`src/rtl/pid_pkg.sv`:
```
// Shared types, register indexes, reset values and saturation helpers for the PID step.
package pid_pkg;

   localparam logic signed [31:0] S32_MAX = 32'sh7FFF_FFFF;
   localparam logic signed [31:0] S32_MIN = 32'sh8000_0000;
   localparam logic signed [63:0] S64_MAX = 64'sh7FFF_FFFF_FFFF_FFFF;
   localparam logic signed [63:0] S64_MIN = 64'sh8000_0000_0000_0000;

   localparam logic [2:0] CSR_KP            = 3'd0;
   localparam logic [2:0] CSR_KI            = 3'd1;
   localparam logic [2:0] CSR_KD            = 3'd2;
   localparam logic [2:0] CSR_FILTER_TIME   = 3'd3;
   localparam logic [2:0] CSR_SAMPLE_PERIOD = 3'd4;
   localparam logic [2:0] CSR_OUT_MIN       = 3'd5;
   localparam logic [2:0] CSR_OUT_MAX       = 3'd6;

   localparam logic signed [31:0] KP_RESET            = 32'sd65536;
   localparam logic signed [31:0] KI_RESET            = 32'sd0;
   localparam logic signed [31:0] KD_RESET            = 32'sd0;
   localparam logic [30:0]        FILTER_TIME_RESET   = 31'd0;
   localparam logic [30:0]        SAMPLE_PERIOD_RESET = 31'd655;

   typedef struct packed {
      logic signed [32:0] a;
      logic signed [32:0] b;
   } mul_op_type;

   typedef struct packed {
      logic        start;
      logic [63:0] dividend;
      logic [32:0] divisor;
   } div_req_type;

   typedef struct packed {
      logic        done;
      logic [31:0] quotient;
   } div_rsp_type;

   function automatic logic signed [31:0] sat_s34(input logic signed [33:0] x);
      logic signed [31:0] r;
      if (x[33:31] == 3'b000 || x[33:31] == 3'b111) begin
         r = x[31:0];
      end else if (x[33]) begin
         r = S32_MIN;
      end else begin
         r = S32_MAX;
      end
      return r;
   endfunction

   function automatic logic signed [31:0] q16_sat(input logic signed [65:0] prod);
      logic signed [65:0] s;
      logic signed [31:0] r;
      s = prod >>> 16;
      if (s[65:31] == 35'h0 || s[65:31] == {35{1'b1}}) begin
         r = s[31:0];
      end else if (s[65]) begin
         r = S32_MIN;
      end else begin
         r = S32_MAX;
      end
      return r;
   endfunction

   function automatic logic signed [63:0] sat_s66(input logic signed [65:0] x);
      logic signed [63:0] r;
      if (x[65:63] == 3'b000 || x[65:63] == 3'b111) begin
         r = x[63:0];
      end else if (x[65]) begin
         r = S64_MIN;
      end else begin
         r = S64_MAX;
      end
      return r;
   endfunction

endpackage

```
`src/rtl/pid_mul.sv`:
```
// Shared signed 33 by 33 multiplier with a registered product.
module pid_mul
   import pid_pkg::*;
(
   input  logic               clock,
   input  mul_op_type         op,
   output logic signed [65:0] prod
);

   logic signed [65:0] prod_ff;
   logic signed [65:0] prod_in;

   assign prod_in = $signed(op.a) * $signed(op.b);
   assign prod    = prod_ff;

   always_ff @(posedge clock) begin
      prod_ff <= prod_in;
   end

endmodule

```
`config.mk`:
```
export PLATFORM = sky130hd
export DESIGN_NAME = pid_mul
export DESIGN_NICKNAME = d
export VERILOG_FILES = /design/src/rtl/pid_pkg.sv /design/src/rtl/pid_mul.sv
export SDC_FILE = /design/constraint.sdc
export NUM_CORES = 2
export LEC_CHECK = 0
export BUFFER_PORTS_ARGS = -buffer_cell sky130_fd_sc_hd__buf_2
export CAP_MARGIN = 20
export CORE_MARGIN = 4
export CORE_UTILIZATION = 30
export DETAILED_ROUTE_END_ITERATION = 8
export PLACE_DENSITY = 0.46
export SLEW_MARGIN = 20
export SYNTH_ARGS = -nofsm -noshare
export SYNTH_HDL_FRONTEND = slang
export SYNTH_SLANG_ARGS = --single-unit
```
`constraint.sdc`:
```
create_clock -name clock -period 11 [get_ports clock]
set_clock_uncertainty 0.05 [all_clocks]
set_input_delay 0.55 -clock clock [delete_from_list [all_inputs] [get_ports clock]]
set_output_delay 0.55 -clock clock [all_outputs]
set_load 0.05 [all_outputs]
```
-- After elaboration in Yosys (flattened, before gate mapping)
Cells that the tools add are included.
- register bits: 66
- input port bits: 67
- output and inout bits: 66
- $mul: 1
- operator list (cell ; count):
    33-bit by 33-bit multiplier with 66-bit output ; 1

-- Depth between registers and ports, before layout
- depth in word-level cells: 1
- mapped depth: 29

-- Least setup slack after synthesis
No wires, ideal clock.
- kind: in2reg
- from: in op[65] (netlist name)
- to: reg prod_ff[65], in the netlist prod[65]
- library setup time: 72 ps
- arrival: 7699 ps
- data required time: 10878 ps
- slack: 3179 ps
- cell stages on the path: 22
- buffers on the path: 2
- path through: clkbuf_1 > nand2_1 > inv_1 > fa_1 > fa_1 > fa_1 > fa_1 > fa_1 > fa_1 > fa_1 > inv_1 > fa_1 > inv_1 > ha_1 > clkbuf_1 > a21o_1 > a21o_1 > a221o_1 > a31oi_2 > o211ai_1 > o41ai_2 > xnor2_1
- longest elaborated chain between the ends: 1
- RTL lines (what ; RTL line ; source):
    start: declaration ; pid_mul.sv:6 ; input mul_op_type op,
    33-bit by 33-bit multiplier with 66-bit output ; pid_mul.sv:13 ; assign prod_in = $signed(op.a) * $signed(op.b);
    via prod_in[65] ; pid_mul.sv:11 ; logic signed [65:0] prod_in;
    end signal: assignment ; pid_mul.sv:17 ; prod_ff <= prod_in;
    end: declaration ; pid_mul.sv:10 ; logic signed [65:0] prod_ff;
The timed path passes the listed nets, and every way through them passes these cells.

-- Worst setup path in the final report
- from: in op[0] (netlist name)
- to: reg prod_ff[65], in the netlist prod[65]
The elaborated chain is that of the path after synthesis.

==> run metrics <==
RSZ-0062 raised after global routing no; GP Congestion 0.8514; total CTS buffers 9; Post-Syn Area per Cell 9.383 µm²; Initial Util 0.3021; synth warn 0; Synth Instances 4,302; nets@finish 5,684; # IOs 133; fmax 113.7 MHz; register area share after synthesis 0.03273; Max clock buf depth 2; Post-synth ARST share 0; WP data required 11.31 ns; count of different cell masters after synthesis 61; pin count of the biggest net entering global routing 34; CTS clk-pin slew, worst paths 0.07 ns; hold path start op[0]; post-synthesis register bit count 66; final slew viol count 0; critical path class in2reg; count of final setup violators 0; slew margin rel. 0.2796; # hold bufs at CTS 0; vias per cell 4.556; CTS tree done; Die Ht 374.8 µm; final hold viol count 0; via count 27.51k; drt pass-1 iters 7; initial antenna violation count 22; CP Max Fanout 33; maxcap violations 0; hold path cells 2; Die Area 140,500 µm²; number of H-tree levels 3; Routed WL 122,800 µm; total negative setup slack 0 ns; Routed wire per std cell 20.33 µm; total global routing overflow 0; commonest non-fill, non-tap cell in the layout fa_1; Syn Std Cell Area 40,370 µm²; final core utilization 0.3214; EDFF count, synth 0; Post-CTS Resized 0; worst hold path endpoint prod[0]$_DFF_P_; vias in the first global route 31.19k; die span in x 374.8 µm; outcome finished, final reports clean; most frequent cells in the layout fa_1, inv_1, and2_1, nand2_1, ha_1; final period utilization 0.7994; post-CTS setup buffers 0; max FFs per register 66; min Tclk post-route 8.794 ns; Worst Tran Pin Value 1.079 ns; HP Class in2reg; overall routing resource usage 0.1836; area grow syn2layout 6.401%; first-pass GRT wire length 195,000 µm; top_reg_cell synth dfxtp_1; number of remaining DRC errors 0; final hold slack 0.7051 ns; core area 133,600 µm²; critical path arrival 9.10 ns; layout cells sized above 1 0.04789; PortBufs 132; syn_nets 5,731; CTS Root Buffer Type clkbuf_16; DPL Wire Length 100,500 µm; CP Launch Type primary input; row cnt 134; CTS sink cnt 66; Post-DRT Antenna Nets 0; DR iter-0 viols 1,175; CP Capture Type flip-flop
-- per-stage QoR --
stage | area [µm²] | cells | setup slack, ns
floorplan | 40370 | 4302 | 3.179
global placement | 42630 | 6012 | 1.613
detailed placement | 42630 | 6012 | 1.597
CTS | 42920 | 6028 | 2.024
global route | 42920 | 6028 | 1.911
finish | 42950 | 6039 | 2.206
-- synth_stat cells, drive strengths merged (3+ instances only) --
cell / number / area (µm²)
o211ai: 7 / 52.55
nor4: 5 / 31.28
nand2b: 9 / 56.30
or2: 5 / 31.28
nand4: 9 / 56.30
and3: 7 / 43.79
fa: 1145 / 22920
o21bai: 8 / 60.06
nor2: 47 / 176.4
o21ba: 3 / 30.03
xor2: 20 / 175.2
o22ai: 3 / 18.77
nor3: 8 / 45.04
nor2b: 3 / 18.77
nand2: 543 / 2038
a21oi: 73 / 365.4
inv: 1133 / 4253
a211oi: 9 / 87.59
a2111oi: 3 / 33.78
a21o: 28 / 210.2
ha: 217 / 2715
a31oi: 10 / 68.81
nand3: 18 / 90.09
a221o: 3 / 30.03
xnor2: 55 / 481.7
o21ai: 43 / 219.0
o21a: 7 / 52.55
and4: 7 / 61.31
clkbuf: 220 / 825.8
and2: 563 / 3522
dfxtp: 66 / 1321
-- routing by layer --
metal	track usage	share of wire	vias to the layer above
met4	0.04040	0.021	8
met5	0	0.00037	-
met2	0.3002	0.47	562
li1	-	-	12130
met1	0.2593	0.46	14690
met3	0.02571	0.051	130
-- cell type report --
type	count	area [µm²]
Antenna cell	11	27.53
Clock buffer	10	239.0
Clock inverter	6	42.54
Fill cell	14030	90680
Inverter	1133	4253
Multi-Input combinational cell	2882	33960
Sequential cell	66	1321
Tap cell	1768	2212
Timing Repair Buffer	163	893.4
-- worst max-delay path, cell delays in order --
cell,delay (ns)
buf_2,0.55
nand2_1,0.20
inv_1,0.18
fa_1,0.52
fa_1,0.58
fa_1,0.99
inv_1,0.23
fa_1,0.61
fa_1,0.45
fa_1,0.59
fa_1,0.44
fa_1,0.50
inv_1,0.04
ha_1,0.37
and4_1,0.29
and3_1,0.22
a31oi_1,0.19
o21ai_0,0.19
a221o_1,0.37
a31oi_2,0.36
o211ai_1,0.21
o41ai_2,0.27
xnor2_1,0.15
-- cells by family (layout without fill, tap and decap cells) --
group	Yosys count	in the layout	synth area share
buffers and inverters	1354	1312	0.1261
and+or+nand+nor	1228	1228	0.1538
DFF	66	66	0.03273
xor gates and xnor gates	75	75	0.01627
adders and majority gates	1362	1362	0.6351
other	0	11	0
AOI/OAI and AO/OA	217	217	0.03599
-- worst max-delay path by stage --
stage	startpoint	endpoint	slack [ns]	depth (start not counted)
after floorplan	op[65]	prod[65]$_DFF_P_	3.18	22
after global placement	op[0]	prod[59]$_DFF_P_	1.61	21
after detailed placement	op[0]	prod[59]$_DFF_P_	1.60	21
after CTS	op[0]	prod[59]$_DFF_P_	2.02	21
after global routing	op[0]	prod[65]$_DFF_P_	1.91	23
final	op[0]	prod[65]$_DFF_P_	2.21	23
Power is left out: the tool's default activity adds up to more than one toggle a clock period on the data nets, which glitch-free logic cannot reach.
