$ cat config.mk
export PLATFORM = sky130hd
export DESIGN_NAME = pid_div
export DESIGN_NICKNAME = d
export VERILOG_FILES = /design/src/rtl/pid_pkg.sv /design/src/rtl/pid_div.sv
export SDC_FILE = /design/constraint.sdc
export NUM_CORES = 1
export LEC_CHECK = 0
export BUFFER_PORTS_ARGS = -buffer_cell sky130_fd_sc_hd__buf_2
export CELL_PAD_IN_SITES_DETAIL_PLACEMENT = 1
export CELL_PAD_IN_SITES_GLOBAL_PLACEMENT = 1
export CORE_MARGIN = 3
export CORE_UTILIZATION = 46
export CTS_CLUSTER_DIAMETER = 150
export DETAILED_ROUTE_END_ITERATION = 8
export GPL_TIMING_DRIVEN = 0
export PLACE_DENSITY = 0.81
export SYNTH_ARGS = -nofsm -noshare
export SYNTH_HDL_FRONTEND = slang
export SYNTH_SLANG_ARGS = --single-unit
export TNS_END_PERCENT = 20
$ cat constraint.sdc
create_clock -name clock -period 5.5 [get_ports clock]
set_input_delay 0.275 -clock clock [delete_from_list [all_inputs] [get_ports clock]]
set_output_delay 0.275 -clock clock [all_outputs]
set_load 0.05 [all_outputs]
$ cat src/rtl/pid_pkg.sv
// Shared types, register indexes, reset values and saturation helpers for the PID step.
package pid_pkg;

   localparam logic signed [31:0] S32_MAX = 32'sh7FFF_FFFF;
   localparam logic signed [31:0] S32_MIN = 32'sh8000_0000;
   localparam logic signed [63:0] S64_MAX = 64'sh7FFF_FFFF_FFFF_FFFF;
   localparam logic signed [63:0] S64_MIN = 64'sh8000_0000_0000_0000;

   localparam logic [2:0] CSR_KP            = 3'd0;
   localparam logic [2:0] CSR_KI            = 3'd1;
   localparam logic [2:0] CSR_KD            = 3'd2;
   localparam logic [2:0] CSR_FILTER_TIME   = 3'd3;
   localparam logic [2:0] CSR_SAMPLE_PERIOD = 3'd4;
   localparam logic [2:0] CSR_OUT_MIN       = 3'd5;
   localparam logic [2:0] CSR_OUT_MAX       = 3'd6;

   localparam logic signed [31:0] KP_RESET            = 32'sd65536;
   localparam logic signed [31:0] KI_RESET            = 32'sd0;
   localparam logic signed [31:0] KD_RESET            = 32'sd0;
   localparam logic [30:0]        FILTER_TIME_RESET   = 31'd0;
   localparam logic [30:0]        SAMPLE_PERIOD_RESET = 31'd655;

   typedef struct packed {
      logic signed [32:0] a;
      logic signed [32:0] b;
   } mul_op_type;

   typedef struct packed {
      logic        start;
      logic [63:0] dividend;
      logic [32:0] divisor;
   } div_req_type;

   typedef struct packed {
      logic        done;
      logic [31:0] quotient;
   } div_rsp_type;

   function automatic logic signed [31:0] sat_s34(input logic signed [33:0] x);
      logic signed [31:0] r;
      if (x[33:31] == 3'b000 || x[33:31] == 3'b111) begin
         r = x[31:0];
      end else if (x[33]) begin
         r = S32_MIN;
      end else begin
         r = S32_MAX;
      end
      return r;
   endfunction

   function automatic logic signed [31:0] q16_sat(input logic signed [65:0] prod);
      logic signed [65:0] s;
      logic signed [31:0] r;
      s = prod >>> 16;
      if (s[65:31] == 35'h0 || s[65:31] == {35{1'b1}}) begin
         r = s[31:0];
      end else if (s[65]) begin
         r = S32_MIN;
      end else begin
         r = S32_MAX;
      end
      return r;
   endfunction

   function automatic logic signed [63:0] sat_s66(input logic signed [65:0] x);
      logic signed [63:0] r;
      if (x[65:63] == 3'b000 || x[65:63] == 3'b111) begin
         r = x[63:0];
      end else if (x[65]) begin
         r = S64_MIN;
      end else begin
         r = S64_MAX;
      end
      return r;
   endfunction

endpackage

$ cat src/rtl/pid_div.sv
// Iterative restoring divider, one quotient bit per cycle, saturating to 32 bits.
module pid_div
   import pid_pkg::*;
(
   input  logic        clock,
   input  logic        reset,
   input  div_req_type req,
   output div_rsp_type rsp
);

   localparam logic [1:0] D_IDLE  = 2'd0;
   localparam logic [1:0] D_CHECK = 2'd1;
   localparam logic [1:0] D_ITER  = 2'd2;
   localparam logic [1:0] D_FIN   = 2'd3;

   logic [1:0]  state_ff, state_in;
   logic [4:0]  cnt_ff, cnt_in;
   logic        neg_ff, neg_in;
   logic [32:0] rem_ff, rem_in;
   logic [31:0] low_ff, low_in;
   logic [32:0] den_ff, den_in;
   logic        done_ff, done_in;
   logic [31:0] quo_ff, quo_in;

   logic [63:0] mag;
   logic [33:0] shifted;
   logic [33:0] diff;

   assign mag     = req.dividend[63] ? (64'd0 - req.dividend) : req.dividend;
   assign shifted = {rem_ff, low_ff[31]};
   assign diff    = shifted - {1'b0, den_ff};

   always_comb begin
      state_in = state_ff;
      cnt_in   = cnt_ff;
      neg_in   = neg_ff;
      rem_in   = rem_ff;
      low_in   = low_ff;
      den_in   = den_ff;
      done_in  = 1'b0;
      quo_in   = quo_ff;
      case (state_ff)
         D_IDLE: begin
            if (req.start) begin
               neg_in   = req.dividend[63];
               rem_in   = {1'b0, mag[63:32]};
               low_in   = mag[31:0];
               den_in   = req.divisor;
               cnt_in   = 5'd0;
               state_in = D_CHECK;
            end
         end
         D_CHECK: begin
            if (den_ff == 33'd0) begin
               quo_in   = 32'd0;
               done_in  = 1'b1;
               state_in = D_IDLE;
            end else if (rem_ff >= den_ff) begin
               quo_in   = neg_ff ? S32_MIN : S32_MAX;
               done_in  = 1'b1;
               state_in = D_IDLE;
            end else begin
               state_in = D_ITER;
            end
         end
         D_ITER: begin
            if (!diff[33]) begin
               rem_in = diff[32:0];
               low_in = {low_ff[30:0], 1'b1};
            end else begin
               rem_in = shifted[32:0];
               low_in = {low_ff[30:0], 1'b0};
            end
            cnt_in = cnt_ff + 5'd1;
            if (cnt_ff == 5'd31) begin
               state_in = D_FIN;
            end
         end
         D_FIN: begin
            if (neg_ff) begin
               if (low_ff > 32'h8000_0000) begin
                  quo_in = S32_MIN;
               end else begin
                  quo_in = 32'd0 - low_ff;
               end
            end else if (low_ff[31]) begin
               quo_in = S32_MAX;
            end else begin
               quo_in = low_ff;
            end
            done_in  = 1'b1;
            state_in = D_IDLE;
         end
         default: begin
            state_in = D_IDLE;
         end
      endcase
   end

   always_ff @(posedge clock) begin
      if (reset) begin
         state_ff <= D_IDLE;
         done_ff  <= 1'b0;
      end else begin
         state_ff <= state_in;
         done_ff  <= done_in;
      end
      cnt_ff <= cnt_in;
      neg_ff <= neg_in;
      rem_ff <= rem_in;
      low_ff <= low_in;
      den_ff <= den_in;
      quo_ff <= quo_in;
   end

   assign rsp.done     = done_ff;
   assign rsp.quotient = quo_ff;

endmodule

[Word-level counts from Yosys, hierarchy flattened]
Index checks and enable logic that the tools add are counted.
W data, S select, Z words.
Operators by class
  equality and inequality tests: 7
  order comparisons: 2
  reduce and logical (&&, ||, !) cells: 8
  add/sub/neg operators: 4
  multiplexer cells: 24
Operators with widths (number)
  $mux W32: 6
  $pmux W32 S2: 2
  $mux W33: 2
  $pmux W33 S2: 1
  $mux W64: 1
  $sub A1 B64 Y64 const A: 1
  $sub A34 B33 Y34: 1
  $ge A33 B33 Y1: 1
  $logic_not A33 Y1: 1
  $gt A32 B32 Y1 const B: 1
  $sub A1 B32 Y32 const A: 1
  $mux W31: 1
  $pmux W5 S2: 1
  $mux W2: 4
  $pmux W2 S4: 1
  $reduce_and A2 Y1: 4
  $add A5 B1 Y5 const B: 1
  $eq A5 B5 Y1 const B: 1
  $mux W5: 1
  $eq A2 B2 Y1 const B: 2
  $ne A2 B2 Y1 const B: 2
  $reduce_bool A2 Y1: 2
  $mux W1: 3
  $ne A3 B3 Y1 const B: 1
  3 further kinds: 3
Storage, ports and cells
  logic and storage cells: 53
  input port bits: 100
  output and inout port bits: 33
  flip-flop bits (word level): 139

[Depth between registers and ports, before layout]
  depth after elaboration: 4
  gate-level depth with buffers: 14

[Worst setup path after synthesis]
Ideal clock, no wire load.
  path type: register -> register
  start: reg with a tool-made name
  end: reg cnt_ff[0] (enable)
  setup slack: 0.932 ns
  path buffers: 0
  cell stages (with the launch flop): 3
  required time: 5.102 ns
  setup time: 0.398 ns
  data arrival time: 4.170 ns
  cell sequence: dfxtp_1 nor3b_1 or2_2
RTL lines
  end signal: assignment: RTL line pid_div.sv:108  | cnt_ff <= cnt_in;
  end: declaration: RTL line pid_div.sv:17  | logic [4:0] cnt_ff, cnt_in;

[Worst setup path after layout]
  start: reg low_ff[31]
  end: reg rem_ff[8] (data pin)
On the way
  word-level cells in the longest chain between the ends: 3
RTL lines
  start: declaration: RTL line pid_div.sv:20  | logic [31:0] low_ff, low_in;
  start signal: assignment: RTL line pid_div.sv:111  | low_ff <= low_in;
  $sub A34 B33 Y34: RTL line pid_div.sv:31  | assign diff = shifted - {1'b0, den_ff};
  $mux W33: RTL line pid_div.sv:67  | if (!diff[33]) begin
  $pmux W33 S2: RTL line pid_div.sv:42  | case (state_ff)
  via rem_in[8]: RTL line pid_div.sv:19  | logic [32:0] rem_ff, rem_in;
  end signal: assignment: RTL line pid_div.sv:110  | rem_ff <= rem_in;
  end: declaration: RTL line pid_div.sv:19
The timed path passes the listed nets, and every way through them passes these cells.
A chain may end at the register's enable or synchronous reset.

==> impl_metrics.ini <==
[status]
outcome = complete, no violations

[timing]
period_needed_ns = 4.874
slew_headroom = 0.3870
setup-violations-final = 0
tightest_slew_ns = 0.9125
fin_skew_ns = 0.01385
hold_slack_ns = 0.008329
fmax_mhz = 205.2
hold_viol = 0
min_period_over_period = 0.8863
slew_viol_final = 0
rsz0062_at_grt = false

[min_path]
hold_path_depth = 1
worstHoldEndpoint = den_ff[22]
hp-class = in2reg
hp-start = req[22]

[routing]
drtIter0Drc = 896
vias = 10164
drt_wl_total_um = 36760
drtAntennaViolNets = 0
dr.pass1.iters = 5
avgRoutedWirePerCell_um = 22.62
route.layer.met1.wl_um = 16070
vias_per_cell = 6.255
wl_met3_um = 2568
top_layer = met4
wl_met2_um = 17240
drc_errors = 0

[placement]
place.port_buffers = 132
dpl_cell_area_sq_um = 11760
gp_congestion = 0.8992
dp_hpwl_um = 28390

[synth]
avgSynthCellArea_sq_um = 9.125
syn_nets = 1339
syn_inst = 1168
ys_warn_count = 0
synth_top_cell_by_area = edfxtp_1
syn_area_sq_um = 10660
synth_most_common_cell = edfxtp_1
synth-seq-area-share = 0.3888
synth_seq_cells = 139
synthArstFlopShare = 0
synth.top_cells.by_count = edfxtp_1, o21ai_0, nand2_1
synth-main-ff-cell = edfxtp_1
synthDistinctLibCells = 69
yosysTopAreaCellShare = 0.3832
synth-edff-count = 136
synth.area.top_cells = edfxtp_1, ha_1, o21ai_0

[setup_path]
r2r_slack_ns = 0.63
r2r_cells = 14
path_buf_inv = 4
worst_setup_path_end_kind = flip-flop
cpPeakStageDelay_ns = 0.70
cp.required_ns = 5.65
startpoint = low_ff[31]
reg2reg_to = rem_ff[8]
worstPathCellList = clkbuf_1 -> clkinv_1 -> ha_1 -> nor2b_1 -> o31a_1 -> a2111oi_1 -> o21ai_0 -> o2111a_1 -> a211oi_1 -> buf_2 -> buf_2 -> o21ai_0 -> o21ai_0 -> a21oi_1
crit_path_frequent_cell = o21ai_0
critical_path_depth = 14
worst_ep_arrival_time_ns = 5.02
crit_family = compound AO/OA/AOI/OAI gates
cp-start-kind = flip-flop
cp_slowest_cell = a2111oi_1
path_class = reg2reg
crit_path_max_fanout = 10
reg2reg_from = low_ff[31]

[job]
drv_cap = 0

[final_layout]
drive_above_1_share = 0.1511
area_growth_pct = 15.64
design_area_sq_um = 12320
num-fill-cells = 2714
fin_nets = 1495

[grt]
grt_usage = 0.2926
antenna_found_initial = 1
grt_pass1_wl_um = 57030
grt_overflow_total = 0
grt_pass1_vias = 10291
grt_max_degree = 65

[clocking]
insertion_delay_ns = 0.44
cts_tree = done
clockBufferDepth = 2
cts_buffers = 17
clk_pin_slew_worst_paths_ns = 0.07
htree_levels = 4
cts-root-buf = clkbuf_16
postCtsHoldBufs = 0
clock-sinks = 139

[floorplanning]
die_x_um = 158.2
ios = 133
rows = 55
initial_core_util = 0.4693
core_sq_um = 22710
fp.dieH_um = 158.2
die_area_sq_um = 25030

[power]
vdd_drop_max_uv = 223.6
p_per_area_nw_per_um2 = 313.4
leakage_nw = 4.848
==> cell usage in the layout, fill, tap and decap left out, drive strengths merged, types with 4 or more instances in the layout <==
| master | netlist | final |
|---|---|---|
| or3 | 19 | 19 |
| xor2 | 53 | 53 |
| xnor2 | 36 | 36 |
| edfxtp | 136 | 136 |
| clkinv | 1 | 4 |
| nor2b | 12 | 12 |
| nor2 | 70 | 70 |
| nand3 | 14 | 14 |
| nand4 | 13 | 13 |
| o31ai | 37 | 37 |
| nand2b | 10 | 10 |
| and2 | 8 | 8 |
| or4 | 20 | 20 |
| o21bai | 14 | 14 |
| a221oi | 4 | 4 |
| nand2 | 109 | 109 |
| a211oi | 13 | 13 |
| a21oi | 92 | 92 |
| inv | 52 | 61 |
| o21a | 9 | 9 |
| nor4 | 15 | 15 |
| a21o | 34 | 34 |
| ha | 70 | 70 |
| a31oi | 6 | 6 |
| buf | 12 | 149 |
| mux2i | 12 | 12 |
| o211ai | 10 | 10 |
| or2 | 14 | 14 |
| o41ai | 13 | 13 |
| o21ai | 142 | 142 |
| nor3 | 23 | 23 |
| nor3b | 6 | 6 |
| clkbuf | 45 | 62 |
==> area by class of cell <==
cell class / count / area (sq um) / share of cell area
antenna: 3 / 7.507 / 0.0006091
buffer: 57 / 231.5 / 0.01878
clock buffer: 17 / 425.4 / 0.03452
clock inverter: 15 / 128.9 / 0.01046
inverter: 53 / 198.9 / 0.01614
multi-input combinational: 919 / 6095 / 0.4945
sequential: 139 / 4144 / 0.3362
tap: 285 / 356.6 / 0.02893
timing repair buffer: 137 / 737.0 / 0.05980
==> cells by family (layout without fill, tap and decap cells) <==
kind of cell    after synthesis  in the layout  synth area share
compound gates              401            401            0.2371
simple gates                345            345            0.1641
flops                       139            139            0.3888
buf+inv                     110            279           0.04038
xor+xnor                     89             89           0.07314
fa+ha+maj                    71             71           0.08406
mux                          13             13           0.01233
other cells                   0              3                 0
==> flip-flops by register name (all words and copies together), names as in the netlist, named ones only <==
signal	count
quo_ff	32
cnt_ff	5
rem_ff	33
den_ff	33
state_ff	1
neg_ff	1
low_ff	32
done_ff	1
==> worst max-delay path by stage <==
stage	endpoint	slack [ns]
after floorplan	cnt_ff[0]	0.93
after global placement	low_ff[11]	-0.98
after detailed placement	rem_ff[20]	0.54
after CTS	rem_ff[8]	0.53
after global routing	rem_ff[8]	0.18
final	rem_ff[8]	0.63
==> per-stage QoR <==
| step | setup slack, ns | util | std cells | TNS (ns) | total power, mW |
|---|---|---|---|---|---|
| global route | 0.1843 | 0.5425 | 1623 | 0 | 4.051 |
| CTS | 0.5349 | 0.5423 | 1622 | 0 | 3.844 |
| finish | 0.6255 | 0.5427 | 1625 | 0 | 3.863 |
| global placement | -0.9766 | 0.5141 | 1585 | -67.77 | 2.658 |
| detailed placement | 0.5401 | 0.5179 | 1590 | 0 | 2.718 |
| floorplan | 0.9323 | - | 1168 | 0 | 2.278 |
==> routing by layer <==
metal  track usage  vias up
met5             0        -
met4       0.08603        0
met3       0.04101       63
met2        0.4797      393
met1        0.4046     5019
li1              -     4689
==> repair_timing <==
action                                  CTS  global route
endpoints found under the setup margin    0             2
gates resized for setup                   0             1
setup buffers                             0             0
==> where the power goes <==
part | internal [mW] | switching (mW)
registers | 1.32 | 0.128
logic | 0.466 | 0.823
clock network | 0.594 | 0.533
Power figures use the tool's default switching activity.
